$ cat src/rtl/wmc_pkg.sv
// ----------------------------------------------------------------------------
// Word match counter package
// Item types, command codes, controller/datapath buses and size constants.
// ----------------------------------------------------------------------------
package wmc_pkg;

  localparam int FRAME_MAX_DEF = 128;
  localparam int WORD_MAX_DEF  = 16;
  localparam int WS_W          = 5;
  localparam int OUT_W         = 14;
  localparam int SYM_W         = 8;

  localparam logic [WS_W-1:0]  WORD_SIZE_RST = WS_W'(6);
  localparam logic [OUT_W-1:0] OUT_MAX       = {OUT_W{1'b1}};

  typedef enum logic [1:0] {
    CMD_REF     = 2'd0,
    CMD_OTHER   = 2'd1,
    CMD_COMPUTE = 2'd2
  } cmd_e;

  typedef struct packed {
    logic [1:0]       command;
    logic [SYM_W-1:0] symbol;
  } in_item_t;

  typedef struct packed {
    logic [OUT_W-1:0] match_count;
    logic [OUT_W-1:0] denominator;
    logic             no_words;
  } out_item_t;

  typedef logic [WS_W-1:0] cfg_item_t;

  // controller -> datapath
  typedef struct packed {
    logic wr_ref;
    logic wr_other;
    logic setup;
    logic step;
    logic finish;
  } ctrl_cmd_t;

  // datapath -> controller
  typedef struct packed {
    logic skip;
    logic last;
  } dp_status_t;

endpackage

$ cat src/rtl/wmc_stream_if.sv
// ----------------------------------------------------------------------------
// Word match counter stream interface
// Valid/ready channel carrying one item of type T.
// ----------------------------------------------------------------------------
interface wmc_stream_if #(
  parameter type T = logic
) ();

  logic valid;
  logic ready;
  T     data;

  modport source (output valid, output data, input ready);
  modport sink   (input valid, input data, output ready);

endinterface

$ cat src/rtl/word_match_count_top.sv
// ----------------------------------------------------------------------------
// Word match counter top level
// Frame loading, occurrence count of reference words and result output.
// ----------------------------------------------------------------------------
// Append commands each load one byte into the reference or
// the other frame (bytes beyond FRAME_MAX are dropped). A compute command
// holds input ready low through a setup step, a read and a compare step per
// byte compare, and a step to load the result; B is the number of byte compares:
// every reference word start is tried at every start in the other frame and a
// word stops at its first differing byte, so B is at most
// P * (L - W + 1) * W for P word positions, other length L and word size W.
// A compare has a read step and a compare step: each frame memory has one read port
// with registered read data. The result waits in an output register; a
// compute that finishes while the previous result is still unread waits for
// it to be taken. Both frames are empty again once the result is loaded.
module word_match_count_top #(
  parameter int FRAME_MAX = wmc_pkg::FRAME_MAX_DEF,
  parameter int WORD_MAX  = wmc_pkg::WORD_MAX_DEF
) (
  input logic          clk_i,
  input logic          rst_ni,
  wmc_stream_if.sink   in_i,
  wmc_stream_if.source res_o,
  wmc_stream_if.sink   cfg_i
);

  wmc_pkg::ctrl_cmd_t  cmd;
  wmc_pkg::dp_status_t status;
  wmc_pkg::in_item_t   in_item;
  wmc_pkg::out_item_t  res_item;

  assign in_item     = in_i.data;
  assign res_o.data  = res_item;
  assign cfg_i.ready = 1'b1;

  wmc_controller u_ctrl (
    .clk_i        (clk_i),
    .rst_ni       (rst_ni),
    .in_valid_i   (in_i.valid),
    .in_command_i (in_item.command),
    .in_ready_o   (in_i.ready),
    .res_valid_o  (res_o.valid),
    .res_ready_i  (res_o.ready),
    .cmd_o        (cmd),
    .status_i     (status)
  );

  wmc_datapath #(
    .FRAME_MAX (FRAME_MAX),
    .WORD_MAX  (WORD_MAX)
  ) u_dp (
    .clk_i       (clk_i),
    .rst_ni      (rst_ni),
    .cmd_i       (cmd),
    .status_o    (status),
    .symbol_i    (in_item.symbol),
    .cfg_valid_i (cfg_i.valid),
    .cfg_data_i  (cfg_i.data),
    .res_data_o  (res_item)
  );

endmodule

$ cat src/rtl/wmc_datapath.sv
// ----------------------------------------------------------------------------
// Word match counter datapath
// Frame memories, lengths, word size register, scan counters and result.
// ----------------------------------------------------------------------------
module wmc_datapath #(
  parameter int FRAME_MAX = wmc_pkg::FRAME_MAX_DEF,
  parameter int WORD_MAX  = wmc_pkg::WORD_MAX_DEF
) (
  input  logic                        clk_i,
  input  logic                        rst_ni,
  input  wmc_pkg::ctrl_cmd_t          cmd_i,
  output wmc_pkg::dp_status_t         status_o,
  input  logic [wmc_pkg::SYM_W-1:0]   symbol_i,
  input  logic                        cfg_valid_i,
  input  wmc_pkg::cfg_item_t          cfg_data_i,
  output wmc_pkg::out_item_t          res_data_o
);

  localparam int AW = $clog2(FRAME_MAX);
  localparam int LW = $clog2(FRAME_MAX + 1);
  localparam int EW = $clog2(WORD_MAX + 1);
  localparam int CW = (EW > wmc_pkg::WS_W) ? EW : wmc_pkg::WS_W;
  localparam int XW = ((LW > EW) ? LW : EW) + 1;
  localparam int PW = (2 * LW > wmc_pkg::OUT_W) ? 2 * LW : wmc_pkg::OUT_W;

  logic [wmc_pkg::SYM_W-1:0] ref_mem [FRAME_MAX];
  logic [wmc_pkg::SYM_W-1:0] oth_mem [FRAME_MAX];
  logic [wmc_pkg::SYM_W-1:0] ref_rd_q, oth_rd_q;

  logic [LW-1:0]             ref_len_q, oth_len_q;
  logic [wmc_pkg::WS_W-1:0]  word_size_q;

  logic [EW-1:0]             w_q;
  logic [LW-1:0]             positions_q;
  logic                      no_words_q;
  logic [AW-1:0]             rpos_q, opos_q;
  logic [EW-1:0]             k_q;
  logic [wmc_pkg::OUT_W-1:0] count_q;
  wmc_pkg::out_item_t        res_q;

  logic [CW-1:0]             ws_c;
  logic [EW-1:0]             eff_c;
  logic                      no_words_c;
  logic [XW-1:0]             ref_sum_c, oth_sum_c;
  logic [AW-1:0]             ref_addr_c, oth_addr_c;
  logic                      eq_c, k_last_c, word_done_c, opos_last_c, rpos_last_c;
  logic [PW-1:0]             prod_c;
  logic [wmc_pkg::OUT_W-1:0] denom_c;

  // word size clamped to 1..WORD_MAX
  always_comb begin
    ws_c = CW'(word_size_q);
    if (ws_c == '0) begin
      eff_c = EW'(1);
    end else if (ws_c > CW'(WORD_MAX)) begin
      eff_c = EW'(WORD_MAX);
    end else begin
      eff_c = EW'(ws_c);
    end
  end

  assign no_words_c = XW'(ref_len_q) <= XW'(eff_c);

  assign ref_sum_c  = XW'(rpos_q) + XW'(k_q);
  assign oth_sum_c  = XW'(opos_q) + XW'(k_q);
  assign ref_addr_c = ref_sum_c[AW-1:0];
  assign oth_addr_c = oth_sum_c[AW-1:0];

  assign eq_c        = ref_rd_q == oth_rd_q;
  assign k_last_c    = k_q == (w_q - EW'(1));
  assign word_done_c = !eq_c || k_last_c;
  assign opos_last_c = XW'(opos_q) == (XW'(oth_len_q) - XW'(w_q));
  assign rpos_last_c = XW'(rpos_q) == (XW'(positions_q) - XW'(1));

  assign status_o.skip = no_words_c || (XW'(oth_len_q) < XW'(eff_c));
  assign status_o.last = word_done_c && opos_last_c && rpos_last_c;

  assign prod_c  = PW'(positions_q) * PW'(positions_q);
  assign denom_c = (prod_c > PW'(wmc_pkg::OUT_MAX)) ? wmc_pkg::OUT_MAX
                                                     : wmc_pkg::OUT_W'(prod_c);

  always_ff @(posedge clk_i) begin
    if (cmd_i.wr_ref && (ref_len_q < LW'(FRAME_MAX))) begin
      ref_mem[ref_len_q[AW-1:0]] <= symbol_i;
    end
    ref_rd_q <= ref_mem[ref_addr_c];
  end

  always_ff @(posedge clk_i) begin
    if (cmd_i.wr_other && (oth_len_q < LW'(FRAME_MAX))) begin
      oth_mem[oth_len_q[AW-1:0]] <= symbol_i;
    end
    oth_rd_q <= oth_mem[oth_addr_c];
  end

  always_ff @(posedge clk_i or negedge rst_ni) begin
    if (!rst_ni) begin
      ref_len_q   <= '0;
      oth_len_q   <= '0;
      word_size_q <= wmc_pkg::WORD_SIZE_RST;
    end else begin
      if (cfg_valid_i) begin
        word_size_q <= cfg_data_i;
      end
      if (cmd_i.finish) begin
        ref_len_q <= '0;
        oth_len_q <= '0;
      end else begin
        if (cmd_i.wr_ref && (ref_len_q < LW'(FRAME_MAX))) begin
          ref_len_q <= ref_len_q + LW'(1);
        end
        if (cmd_i.wr_other && (oth_len_q < LW'(FRAME_MAX))) begin
          oth_len_q <= oth_len_q + LW'(1);
        end
      end
    end
  end

  // scan: reference start, other start, byte within word; early out on mismatch
  always_ff @(posedge clk_i) begin
    if (cmd_i.setup) begin
      w_q         <= eff_c;
      no_words_q  <= no_words_c;
      positions_q <= no_words_c ? '0 : LW'(XW'(ref_len_q) - XW'(eff_c));
      rpos_q      <= '0;
      opos_q      <= '0;
      k_q         <= '0;
      count_q     <= '0;
    end else if (cmd_i.step) begin
      if (!word_done_c) begin
        k_q <= k_q + EW'(1);
      end else begin
        k_q <= '0;
        if (eq_c && (count_q != wmc_pkg::OUT_MAX)) begin
          count_q <= count_q + wmc_pkg::OUT_W'(1);
        end
        if (opos_last_c) begin
          opos_q <= '0;
          if (!rpos_last_c) begin
            rpos_q <= rpos_q + AW'(1);
          end
        end else begin
          opos_q <= opos_q + AW'(1);
        end
      end
    end
    if (cmd_i.finish) begin
      res_q.match_count <= count_q;
      res_q.denominator <= denom_c;
      res_q.no_words    <= no_words_q;
    end
  end

  assign res_data_o = res_q;

endmodule

$ cat src/rtl/wmc_controller.sv
// ----------------------------------------------------------------------------
// Word match counter controller
// Input handshake, scan sequencing and result valid flag.
// ----------------------------------------------------------------------------
module wmc_controller (
  input  logic                clk_i,
  input  logic                rst_ni,
  input  logic                in_valid_i,
  input  logic [1:0]          in_command_i,
  output logic                in_ready_o,
  output logic                res_valid_o,
  input  logic                res_ready_i,
  output wmc_pkg::ctrl_cmd_t  cmd_o,
  input  wmc_pkg::dp_status_t status_i
);

  typedef enum logic [2:0] {
    ST_IDLE,
    ST_SETUP,
    ST_READ,
    ST_CMP,
    ST_FINISH
  } state_e;

  state_e state_q;
  logic   res_valid_q;
  logic   accept;

  assign in_ready_o = state_q == ST_IDLE;
  assign accept     = in_valid_i && in_ready_o;

  always_comb begin
    cmd_o.wr_ref   = accept && (in_command_i == wmc_pkg::CMD_REF);
    cmd_o.wr_other = accept && (in_command_i == wmc_pkg::CMD_OTHER);
    cmd_o.setup    = state_q == ST_SETUP;
    cmd_o.step     = state_q == ST_CMP;
    cmd_o.finish   = (state_q == ST_FINISH) && (!res_valid_q || res_ready_i);
  end

  always_ff @(posedge clk_i or negedge rst_ni) begin
    if (!rst_ni) begin
      state_q     <= ST_IDLE;
      res_valid_q <= 1'b0;
    end else begin
      case (state_q)
        ST_IDLE: begin
          if (accept && (in_command_i == wmc_pkg::CMD_COMPUTE)) begin
            state_q <= ST_SETUP;
          end
        end
        ST_SETUP: begin
          state_q <= status_i.skip ? ST_FINISH : ST_READ;
        end
        // read data registered in the memories, compared in the cycle after
        ST_READ: begin
          state_q <= ST_CMP;
        end
        ST_CMP: begin
          state_q <= status_i.last ? ST_FINISH : ST_READ;
        end
        ST_FINISH: begin
          if (cmd_o.finish) begin
            state_q <= ST_IDLE;
          end
        end
        default: begin
          state_q <= ST_IDLE;
        end
      endcase

      if (cmd_o.finish) begin
        res_valid_q <= 1'b1;
      end else if (res_ready_i) begin
        res_valid_q <= 1'b0;
      end
    end
  end

  assign res_valid_o = res_valid_q;

endmodule

$ cat src/flat_wrapper.sv
// flat-port wrapper written by rule: the top's interface ports become plain ports
module word_match_count_top_flat 
#(
  parameter int FRAME_MAX = wmc_pkg::FRAME_MAX_DEF,
  parameter int WORD_MAX  = wmc_pkg::WORD_MAX_DEF
)
  (clk_i, rst_ni, in_i_valid, in_i_data, in_i_ready, res_o_valid, res_o_data, res_o_ready, cfg_i_valid, cfg_i_data, cfg_i_ready);
  wmc_stream_if in_i_i ();
  wmc_stream_if res_o_i ();
  wmc_stream_if cfg_i_i ();
  input logic clk_i;
  input logic rst_ni;
  input wire logic [$bits(in_i_i.valid)-1:0] in_i_valid;
  input wire logic [$bits(in_i_i.data)-1:0] in_i_data;
  output wire logic [$bits(in_i_i.ready)-1:0] in_i_ready;
  output wire logic [$bits(res_o_i.valid)-1:0] res_o_valid;
  output wire logic [$bits(res_o_i.data)-1:0] res_o_data;
  input wire logic [$bits(res_o_i.ready)-1:0] res_o_ready;
  input wire logic [$bits(cfg_i_i.valid)-1:0] cfg_i_valid;
  input wire logic [$bits(cfg_i_i.data)-1:0] cfg_i_data;
  output wire logic [$bits(cfg_i_i.ready)-1:0] cfg_i_ready;
  assign in_i_i.valid = in_i_valid;
  assign in_i_i.data = in_i_data;
  assign in_i_ready = in_i_i.ready;
  assign res_o_valid = res_o_i.valid;
  assign res_o_data = res_o_i.data;
  assign res_o_i.ready = res_o_ready;
  assign cfg_i_i.valid = cfg_i_valid;
  assign cfg_i_i.data = cfg_i_data;
  assign cfg_i_ready = cfg_i_i.ready;
  word_match_count_top #(.FRAME_MAX(FRAME_MAX), .WORD_MAX(WORD_MAX)) u_core (.clk_i(clk_i), .rst_ni(rst_ni), .in_i(in_i_i), .res_o(res_o_i), .cfg_i(cfg_i_i));
endmodule
$ cat config.mk
export PLATFORM = sky130hd
export DESIGN_NAME = word_match_count_top_flat
export DESIGN_NICKNAME = d
export VERILOG_FILES = /design/src/rtl/wmc_pkg.sv /design/src/rtl/wmc_stream_if.sv /design/src/rtl/word_match_count_top.sv /design/src/rtl/wmc_datapath.sv /design/src/rtl/wmc_controller.sv /design/src/flat_wrapper.sv
export SDC_FILE = /design/constraint.sdc
export NUM_CORES = 1
export LEC_CHECK = 0
export BUFFER_PORTS_ARGS = -buffer_cell sky130_fd_sc_hd__buf_2
export CORE_MARGIN = 10
export CORE_UTILIZATION = 61
export DETAILED_ROUTE_END_ITERATION = 10
export PLACE_DENSITY = 0.88
export SYNTH_ARGS = -nofsm -noshare
export SYNTH_HDL_FRONTEND = slang
export SYNTH_SLANG_ARGS = --single-unit
$ cat constraint.sdc
create_clock -name clk_i -period 2.7 [get_ports clk_i]
set_clock_uncertainty 0.05 [all_clocks]
set_input_delay 0.135 -clock clk_i [delete_from_list [all_inputs] [get_ports clk_i]]
set_output_delay 0.135 -clock clk_i [all_outputs]
set_load 0.1 [all_outputs]
==> results of run 1 <==
## cell type report
cell class | instances | area share, %
Multi-Input combinational cell | 198 | 50.7
Sequential cell | 45 | 39.6
Timing Repair Buffer | 12 | 2.81
Clock buffer | 6 | 2.63
Tap cell | 50 | 2.27
Inverter | 12 | 1.63
Clock inverter | 2 | 0.363
## synth_stat cells, types with 2 or more instances
cell type,number,share of area [%]
nand3_1,6,1.2
a21oi_1,5,0.98
xnor2_1,13,4.5
or3_1,2,0.49
nand4_1,11,2.7
mux2i_1,3,1.2
o21ai_0,7,1.4
and2_1,2,0.49
nand3b_1,4,1.2
o22ai_1,2,0.49
inv_1,11,1.6
a31oi_1,2,0.49
nand2b_1,7,1.7
nand2_1,26,3.8
clkbuf_1,4,0.59
ha_1,11,5.4
dfrtp_1,13,13
edfxtp_1,12,14
dfxtp_1,19,15
nor3_1,12,2.4
xor2_1,20,6.9
nor2b_1,4,0.98
and3_1,3,0.74
nor2_1,29,4.3
## stage by stage
step	total power, mW	instances	worst slack, ns
floorplan	1.20	261	0.226
global placement	1.25	314	0.360
detailed placement	1.29	314	0.245
CTS	1.70	325	0.237
global route	1.80	325	0.0563
finish	1.69	325	0.224
## per-layer routing
layer | up-vias | share of wire (%) | track usage (%)
met5 | - | 0 | 0
met2 | 32 | 51 | 22.8
met3 | 8 | 3.6 | 3.67
met4 | 0 | 1.8 | 5.24
met1 | 899 | 44 | 14.8
li1 | 935 | - | -
## layout by cell type (no fill, tap or decap), drive strengths merged, types with 7 or more instances in the layout
| cell type | netlist | routed |
|---|---|---|
| buf | 2 | 9 |
| dfrtp | 13 | 13 |
| dfxtp | 19 | 19 |
| edfxtp | 12 | 12 |
| ha | 11 | 11 |
| inv | 11 | 11 |
| nand2 | 27 | 27 |
| nand2b | 7 | 7 |
| nand4 | 11 | 11 |
| nor2 | 32 | 32 |
| nor3 | 12 | 12 |
| o21ai | 7 | 7 |
| xnor2 | 13 | 13 |
| xor2 | 20 | 20 |
## sequential cells by signal, indices dropped and copies added, names as in the netlist
name,count
u_core.u_dp.positions_q,8
u_core.u_dp.ref_len_q,8
u_core.u_dp.opos_q,7
u_core.u_dp.rpos_q,7
u_core.u_dp.k_q,5
u_core.u_ctrl.state_q,3
u_core.u_dp.w_q,2
u_core.u_dp.word_size_q,2
u_core.u_ctrl.res_valid_o,1
u_core.u_dp.no_words_q,1
u_core.u_dp.res_data_o,1
## power breakdown
group	total [mW]	switching, mW	internal [mW]
clock	0.402	0.223	0.180
combinational	0.425	0.232	0.193
sequential	0.865	0.0861	0.779
total	1.69	0.541	1.15
## worst reg2reg max path, stage by stage, from the launching register on
cell	delay, ns
edfxtp_1	0.46
inv_1	0.07
ha_1	0.34
xor2_1	0.16
nor4_1	0.50
nand2_2	0.24
a21oi_4	0.26
nand4_1	0.15
mux2i_1	0.14
## logic make-up after synthesis
| kind of cell | after synthesis | synth area share (%) |
|---|---|---|
| compound gates | 31 | 11.1 |
| xor+xnor | 33 | 11.3 |
| fa+ha+maj | 12 | 6.18 |
| buf+inv | 18 | 2.80 |
| flops | 45 | 42.8 |
| mux | 4 | 1.62 |
| other cells | 1 | 0.147 |
| simple gates | 117 | 23.9 |
## how the worst max path moves through the flow
stage / start / to / slack, ns
6_report: u_core.u_dp.w_q[0] / u_core.u_dp.rpos_q[4] / 0.22
5_1_grt: u_core.u_dp.w_q[0] / u_core.u_dp.rpos_q[4] / 0.06
4_1_cts: u_core.u_dp.w_q[0] / u_core.u_dp.rpos_q[4] / 0.24
3_5_place_dp: u_core.u_dp.w_q[0] / u_core.u_dp.rpos_q[4] / 0.25
3_3_place_gp: u_core.u_dp.w_q[0] / u_core.u_dp.rpos_q[3] / 0.36
2_1_floorplan: u_core.u_ctrl.state_q[0] / u_core.u_dp.ref_len_q[5] / 0.23
==> run metrics, run 1 <==
status=complete, no violations; Post-CTS Hold Buffers=3; DP Area=2650 sq um; Clock Tree Root=clkbuf_8; Iter 0 DRT Violations=102; Min Clock Period, post-route=2.48 ns; vias=1874; Post-Syn Area=2550 sq um; Peak VDD IR=612 uV; CTS clk-pin slew, worst paths=0.08 ns; TNS Setup=0 ns; Peak Freq=404 MHz; critical path depth=8; Worst Path Class, Setup=flip-flop to flip-flop; multi-input logic area=1400 sq um; sequential cell area=1090 sq um; Ports=11; crit-path max cell delay=0.50 ns; total wire length=4.53 mm; largest net degree at the start of global routing=19; CP Launch Type=flip-flop; Yosys reg bits=45; Die W=84.7 microns; hpwl dp=3.35 mm; RSZ-0062 raised after global routing=no; fin crit share=91.7%; Clk Latency, worst-skew pair=0.30 ns; main flop type after synthesis=dfxtp_1; CTS buffer count=5; Least-Margin Pin Slew=0.747 ns; Top delay family on crit path=simple AND/OR/NAND/NOR gates; Max-Cap Viols=0; r2r setup slk=0.22 ns; Core ar.=4030 sq um; RR Startpoint=u_core.u_dp.w_q[0]; clock buffer depth=2; worst path bufs/invs=1; R2R cell count=8; Rows=23; DRC=0; grt total ovfl=0; slowest stage cell, crit path=nor4_1; sequential area share after synthesis=42.8%; arrival time worst endpoint=2.61 ns; Total Routing Usage GR=13.1%; fillcell total=294; Worst Hold End=u_core.u_dp.word_size_q[0]; CTS tree=built; Syn. warnings=0; vias in the first global route=1845; first-pass GRT wire length=8.05 mm; CP Cell Sequence=inv_1 -> ha_1 -> xor2_1 -> nor4_1 -> nand2_2 -> a21oi_4 -> nand4_1 -> mux2i_1; final hold slack=0.0236 ns; Post-CTS Setup Repair Bufs=0; hold path depth=2; Resize count post-CTS=0; Hold WC Path Type=primary input to flip-flop; Hold Vio Cnt, Final=0; EDFF count, synth=12; H-tree depth=2; final count of negative-setup-slack endpoints=0; initial core utilization=63.3%; Net count, final=293; GPL Wtd Cong=0.824; CP max FO=7; port buffer count=8; critical path capture point type=flip-flop; final cell utilization of the core=68.4%; FFs w/ async S/R, synth=31.1%; Max Slew Vio Count=0; Mapped Cells=261; DR pass1 iterations=4; PD cells=614 nW/um^2; worst hold start=cfg_i_data; die area=7170 sq um; WL/cell=13.9 microns; fraction of layout cells with a size suffix above 1=11.6%; CP required=2.84 ns; Antenna Cells=0; worst r2r dst=u_core.u_dp.rpos_q[4]; Synth cell types=57; Final Cell Area=2760 sq um; post-route ant nets=0; initial antenna violation count=0; leak pwr=1.17 nW; Layout area overhead=8.15%; Rel. slew slack=50.2%; Die H=84.7 microns; syn_nets=280; Vias/cell=5.77; synthesized area per cell=9.77 sq um; # clock sinks=45
Power figures use the tool's default switching activity.
==> run 2, diff against run 1 <==
- CORE_ASPECT_RATIO: not set -> 1.25
==> run 2 against run 1 <==
Against the previous run:
- wire length increased by 2.1%
- power grew 5.4%
- critical endpoint unchanged
- clock power increased by 22%
- highest routed layer unchanged
- first-iteration DRC count up 2.9%
- clock-buffer cell count is the same
- register-to-register slack improved by 0.03 ns
- hold slack lost 0.0028 ns
- die area is 0.22% higher
==> run metrics, run 2 (synthesis results as in run 1) <==
status=complete, no violations (unchanged); post-route insts no fill=331 (was 325); vias=1865 (was 1874); grt total ovfl=0 (unchanged); largest registers=u_core.u_dp.positions_q (8), u_core.u_dp.ref_len_q (8) (unchanged); PD cells=639 nW/um^2 (was 614 nW/um^2); initial core utilization=62.7% (was 63.3%); slowest stage cell, crit path=nor4_1 (unchanged); sw power=540 uW (was 541 uW); R2R cell count=8 (unchanged); fin crit share=90.6% (was 91.7%); Total Routing Usage GR=13.8% (was 13.1%); Rows=26 (was 23); Max-Cap Viols=0 (unchanged); Hold WC Path Type=primary input to flip-flop (unchanged); CP Cell Sequence=inv_1 -> ha_1 -> xor2_1 -> nor4_1 -> nand2_2 -> a21oi_4 -> nand4_1 -> mux2i_1 (unchanged); crit-path max cell delay=0.49 ns (was 0.50 ns); final cell utilization of the core=68.6% (was 68.4%); Die W=77.8 microns (was 84.7 microns); hold path depth=2 (unchanged); CP max FO=7 (unchanged); worst path bufs/invs=1 (unchanged); final count of negative-setup-slack endpoints=0 (unchanged); Layout area overhead=9.37% (was 8.15%); Peak VDD IR=619 uV (was 612 uV); total wire length=4.62 mm (was 4.53 mm); DP Area=2650 sq um (about the same); port buffer count=8 (unchanged); hpwl dp=3.44 mm (was 3.35 mm); CTS buffer count=5 (unchanged); Sw Ratio=30.3% (was 32.0%); Die H=92.3 microns (was 84.7 microns); combinational power share=23.9% (was 25.1%); Iter 0 DRT Violations=105 (was 102); CTS clk-pin slew, worst paths=0.08 ns (about the same); critical path capture point type=flip-flop (unchanged); Int Power=1.24 mW (was 1.15 mW); DR pass1 iterations=4 (unchanged); Antenna Cells=0 (unchanged); share of power burned in the clock network=27.6% (was 23.8%); H-tree depth=2 (unchanged); die area=7180 sq um (was 7170 sq um); WL/cell=14.0 microns (was 13.9 microns); clock buffer depth=2 (unchanged); vias in the first global route=1931 (was 1845); placed cells=320 (was 314); r2r setup slk=0.25 ns (was 0.22 ns); Hold Vio Cnt, Final=0 (unchanged); arrival time worst endpoint=2.58 ns (was 2.61 ns); TNS Setup=0 ns (unchanged); Clock Tree Root=clkbuf_8 (unchanged); Least-Margin Pin Slew=0.767 ns (was 0.747 ns); post-route ant nets=0 (unchanged); Resize count post-CTS=0 (unchanged); Flop pwr share=48.5% (was 51.1%); # clock sinks=45 (unchanged); Ports=11 (unchanged); RSZ-0062 raised after global routing=no (unchanged); Vias/cell=5.63 (was 5.77); Core ar.=4070 sq um (was 4030 sq um); RR Startpoint=u_core.u_dp.w_q[0] (unchanged); CP required=2.83 ns (was 2.84 ns); CP Launch Type=flip-flop (unchanged); leak pwr=1.18 nW (was 1.17 nW); initial antenna violation count=0 (unchanged); Clk Latency, worst-skew pair=0.29 ns (was 0.30 ns); Final Cell Area=2790 sq um (was 2760 sq um); Post-CTS Hold Buffers=3 (unchanged); commonest non-fill, non-tap cell in the layout=nor2_1 (unchanged); DRC=0 (unchanged); largest net degree at the start of global routing=19 (unchanged); fraction of layout cells with a size suffix above 1=11.3% (was 11.6%); fillcell total=287 (was 294); worst setup margin=0.254 ns (was 0.224 ns); post-place setup slack=0.297 ns (was 0.245 ns); Net count, final=293 (unchanged); Peak Freq=409 MHz (was 404 MHz); commonest cells after routing, fill and taps aside=nor2_1, nand2_1, xor2_1, dfxtp_1 (unchanged); Post-CTS Setup Repair Bufs=0 (unchanged); GPL Wtd Cong=0.851 (was 0.824); CTS tree=built (unchanged); Worst Hold End=u_core.u_dp.word_size_q[0] (unchanged); Top delay family on crit path=simple AND/OR/NAND/NOR gates (unchanged); first-pass GRT wire length=8.31 mm (was 8.05 mm); worst hold start=cfg_i_data (unchanged); Min Clock Period, post-route=2.45 ns (was 2.48 ns); Rel. slew slack=48.9% (was 50.2%); worst r2r dst=u_core.u_dp.rpos_q[4] (unchanged); Worst Path Class, Setup=flip-flop to flip-flop (unchanged); Max Slew Vio Count=0 (unchanged)
==> run 2: cell count changes in the layout (fill, tap and decap cells not counted) <==
cell       delta
clkinv_2      -2
bufinv_16     +1
clkinv_1      +1
==> run 2: power by group through the flow <==
stage                     Combinational [mW]  Sequential, mW  Clock [mW]
after floorplan                        0.366           0.833           0
after global placement                 0.379           0.872           0
after detailed placement               0.413           0.874           0
after CTS                              0.427           0.860       0.500
after global routing                   0.494           0.873       0.526
final                                  0.427           0.865       0.492
==> run 2: layout make-up <==
cell class	instances	area (sq um)	area share [%]
sequential	45	1090	39.2
clock inverter	2	33.8	1.21
timing repair buffer	12	77.6	2.78
inverter	12	45.0	1.62
multi-input combinational	198	1400	50.1
clock buffer	6	72.6	2.60
tap	56	70.1	2.51
==> run 2: layer usage <==
layer  GRT usage (%)  up-vias  part of all wire [%]
li1                -      935                     -
met1            15.1      889                    44
met2            24.3       32                    51
met3            3.81        9                   2.8
met4            5.49        0                   1.7
met5               0        -                     0
==> run 2: worst max path at each step <==
stage                                         from                       end  slack [ns]  depth (start not counted)
after floorplan           u_core.u_ctrl.state_q[0]  u_core.u_dp.ref_len_q[5]        0.23                          7
after global placement          u_core.u_dp.w_q[0]     u_core.u_dp.rpos_q[3]        0.35                          8
after detailed placement        u_core.u_dp.w_q[0]     u_core.u_dp.rpos_q[4]        0.30                          8
after CTS                       u_core.u_dp.w_q[0]     u_core.u_dp.rpos_q[4]        0.23                          8
after global routing            u_core.u_dp.w_q[0]     u_core.u_dp.rpos_q[6]       0.006                          8
final                           u_core.u_dp.w_q[0]     u_core.u_dp.rpos_q[4]        0.25                          8
==> run 2: per-stage QoR <==
| step | hold WS (ns) | power, mW |
|---|---|---|
| finish | 0.0209 | 1.78 |
| global route | 0.0222 | 1.89 |
| CTS | 0.0171 | 1.79 |
| detailed placement | -0.0117 | 1.29 |
| global placement | -0.0127 | 1.25 |
| floorplan | -0.211 | 1.20 |
==> run 3, diff against run 2 <==
- CORE_UTILIZATION: 61 -> 40
- PLACE_DENSITY: 0.88 -> 0.65
==> run 3 against run 2 <==
Against the previous run:
- power increased by 5.0%
- critical path depth unchanged
- fmax increased by 2.6%
- sequential power about the same
- highest routed layer unchanged
==> run metrics, run 3 (synthesis results as in run 1) <==
hpwl dp=3.34 mm (was 3.44 mm); crit-path max cell delay=0.46 ns (was 0.49 ns); Max Slew Vio Count=0 (unchanged); met2 wire length=2.30 mm (was 2.38 mm); largest net degree at the start of global routing=15 (was 19); H-tree depth=2 (unchanged); Post-Route M1 WL=1.98 mm (was 2.03 mm); first-pass GRT wire length=8.04 mm (was 8.31 mm); Clk Latency, worst-skew pair=0.30 ns (was 0.29 ns); PD cells=656 nW/um^2 (was 639 nW/um^2); Resize count post-CTS=0 (unchanged); Rel. slew slack=51.5% (was 48.9%); total wire length=4.47 mm (was 4.62 mm); CP required=2.85 ns (was 2.83 ns); Peak VDD IR=553 uV (was 619 uV); Core ar.=6170 sq um (was 4070 sq um); Max-Cap Viols=0 (unchanged); Min Clock Period, post-route=2.38 ns (was 2.45 ns); Rows=32 (was 26); CTS tree=built (unchanged); Worst Path Class, Setup=flip-flop to flip-flop (unchanged); Clock Tree Root=clkbuf_8 (unchanged); status=complete, no violations (unchanged); final hold slack=0.0198 ns (was 0.0209 ns); leak pwr=1.19 nW (was 1.18 nW); die area=9990 sq um (was 7180 sq um); largest registers=u_core.u_dp.positions_q (8), u_core.u_dp.ref_len_q (8) (unchanged); CP max FO=7 (unchanged); r2r setup slk=0.32 ns (was 0.25 ns); arrival time worst endpoint=2.53 ns (was 2.58 ns); vias=1773 (was 1865); initial antenna violation count=0 (unchanged); Iter 0 DRT Violations=50 (was 105); CP Launch Type=flip-flop (unchanged); TNS Setup=0 ns (unchanged); Vias/cell=4.93 (was 5.63); Power, Total=1.87 mW (was 1.78 mW); top sig layer=met4 (unchanged); Die H=109 microns (was 92.3 microns); Layout area overhead=11.9% (was 9.37%); DR pass1 iterations=4 (unchanged); Peak Freq=420 MHz (was 409 MHz); fin crit share=88.3% (was 90.6%); # clock sinks=45 (unchanged); Hold WC Path Type=primary input to flip-flop (unchanged); clock buffer depth=2 (unchanged); Die W=91.4 microns (was 77.8 microns); CTS clk-pin slew, worst paths=0.09 ns (was 0.08 ns); Met3 Wirelength=90 microns (was 129 microns); RSZ-0062 raised after global routing=no (unchanged); Net count, final=293 (unchanged); port buffer count=8 (unchanged); CTS buffer count=5 (unchanged); Hold Vio Cnt, Final=0 (unchanged); post-route ant nets=0 (unchanged); slowest stage cell, crit path=edfxtp_1 (was nor4_1); DRC=0 (unchanged); initial core utilization=41.4% (was 62.7%); critical path capture point type=flip-flop (unchanged); Antenna Cells=0 (unchanged); final count of negative-setup-slack endpoints=0 (unchanged); WL/cell=12.4 microns (was 14.0 microns); Least-Margin Pin Slew=0.727 ns (was 0.767 ns); Ports=11 (unchanged); CP Cell Sequence=inv_1 -> ha_1 -> xor2_1 -> nor4_1 -> nand2_2 -> a21oi_4 -> nand4_1 -> mux2i_1 (unchanged); vias in the first global route=1811 (was 1931); commonest non-fill, non-tap cell in the layout=nor2_1 (unchanged); grt total ovfl=0 (unchanged); GPL Wtd Cong=0.749 (was 0.851); fraction of layout cells with a size suffix above 1=12.0% (was 11.3%); Total Routing Usage GR=9.71% (was 13.8%); commonest cells after routing, fill and taps aside=nor2_1, nand2_1, xor2_1, dfxtp_1 (unchanged)
## run 3: cell count changes in the layout (fill, tap and decap cells not counted)
cell / previous run / this run
bufinv_16: 1 / 2
clkbuf_1: 1 / 0
clkinv_1: 2 / 1
clkinv_2: 0 / 1
## run 3: through the flow
step                      instance area, sq um  setup WS (ns)  cells  util [%]
after detailed placement                  2690          0.327    349      43.6
after global placement                    2690          0.349    349      43.6
after floorplan                           2560          0.226    261         -
after global routing                      2850          0.107    360      46.3
after CTS                                 2850          0.319    360      46.3
final                                     2850          0.317    360      46.3
## run 3: layout make-up
class	instances	area, sq um
Sequential cell	45	1090
Timing Repair Buffer	12	77.6
Tap cell	85	106
Multi-Input combinational cell	198	1400
Fill cell	616	3310
Inverter	12	45.0
Clock inverter	3	65.1
Clock buffer	5	68.8
## run 3: final timing paths
path | startpoint | to | cells past startpoint
max | u_core.u_dp.w_q[0] | u_core.u_dp.rpos_q[6] | 8
min in group asynchronous | rst_ni | u_core.u_dp.ref_len_q[3] | 2
max in group asynchronous | rst_ni | u_core.u_dp.word_size_q[1] | 2
min | cfg_i_data | u_core.u_dp.word_size_q[0] | 2
min reg2reg | u_core.u_dp.no_words_q | u_core.u_dp.res_data_o[0] | 0
max reg2reg | u_core.u_dp.w_q[0] | u_core.u_dp.rpos_q[6] | 8
## run 3: per-layer routing
layer	vias up	GRT usage (%)
met5	-	0
li1	930	-
met3	7	1.93
met2	17	17.3
met4	0	5.49
met1	819	10.6
## run 3: critical path, delay by kind of cell (launching register included)
family                     cells  cell delay (ns)
AOI/OAI and AO/OA              1             0.26
xor gates and xnor gates       1             0.15
adders and majority gates      1             0.34
buffers and inverters          1             0.07
DFF                            1             0.46
muxes                          1             0.14
and+or+nand+nor                3             0.82
## run 3: what timing repair did
action,4_1_cts,5_1_grt
endpoints found under the hold margin,16,0
hold buffers,3,0
setup buffers,0,0
## run 3: where the power goes
| part | total (mW) | switching (mW) | internal, mW |
|---|---|---|---|
| combinational | 0.408 | 0.215 | 0.193 |
| clock | 0.601 | 0.234 | 0.368 |
| sequential | 0.862 | 0.0834 | 0.779 |
| total | 1.87 | 0.533 | 1.34 |
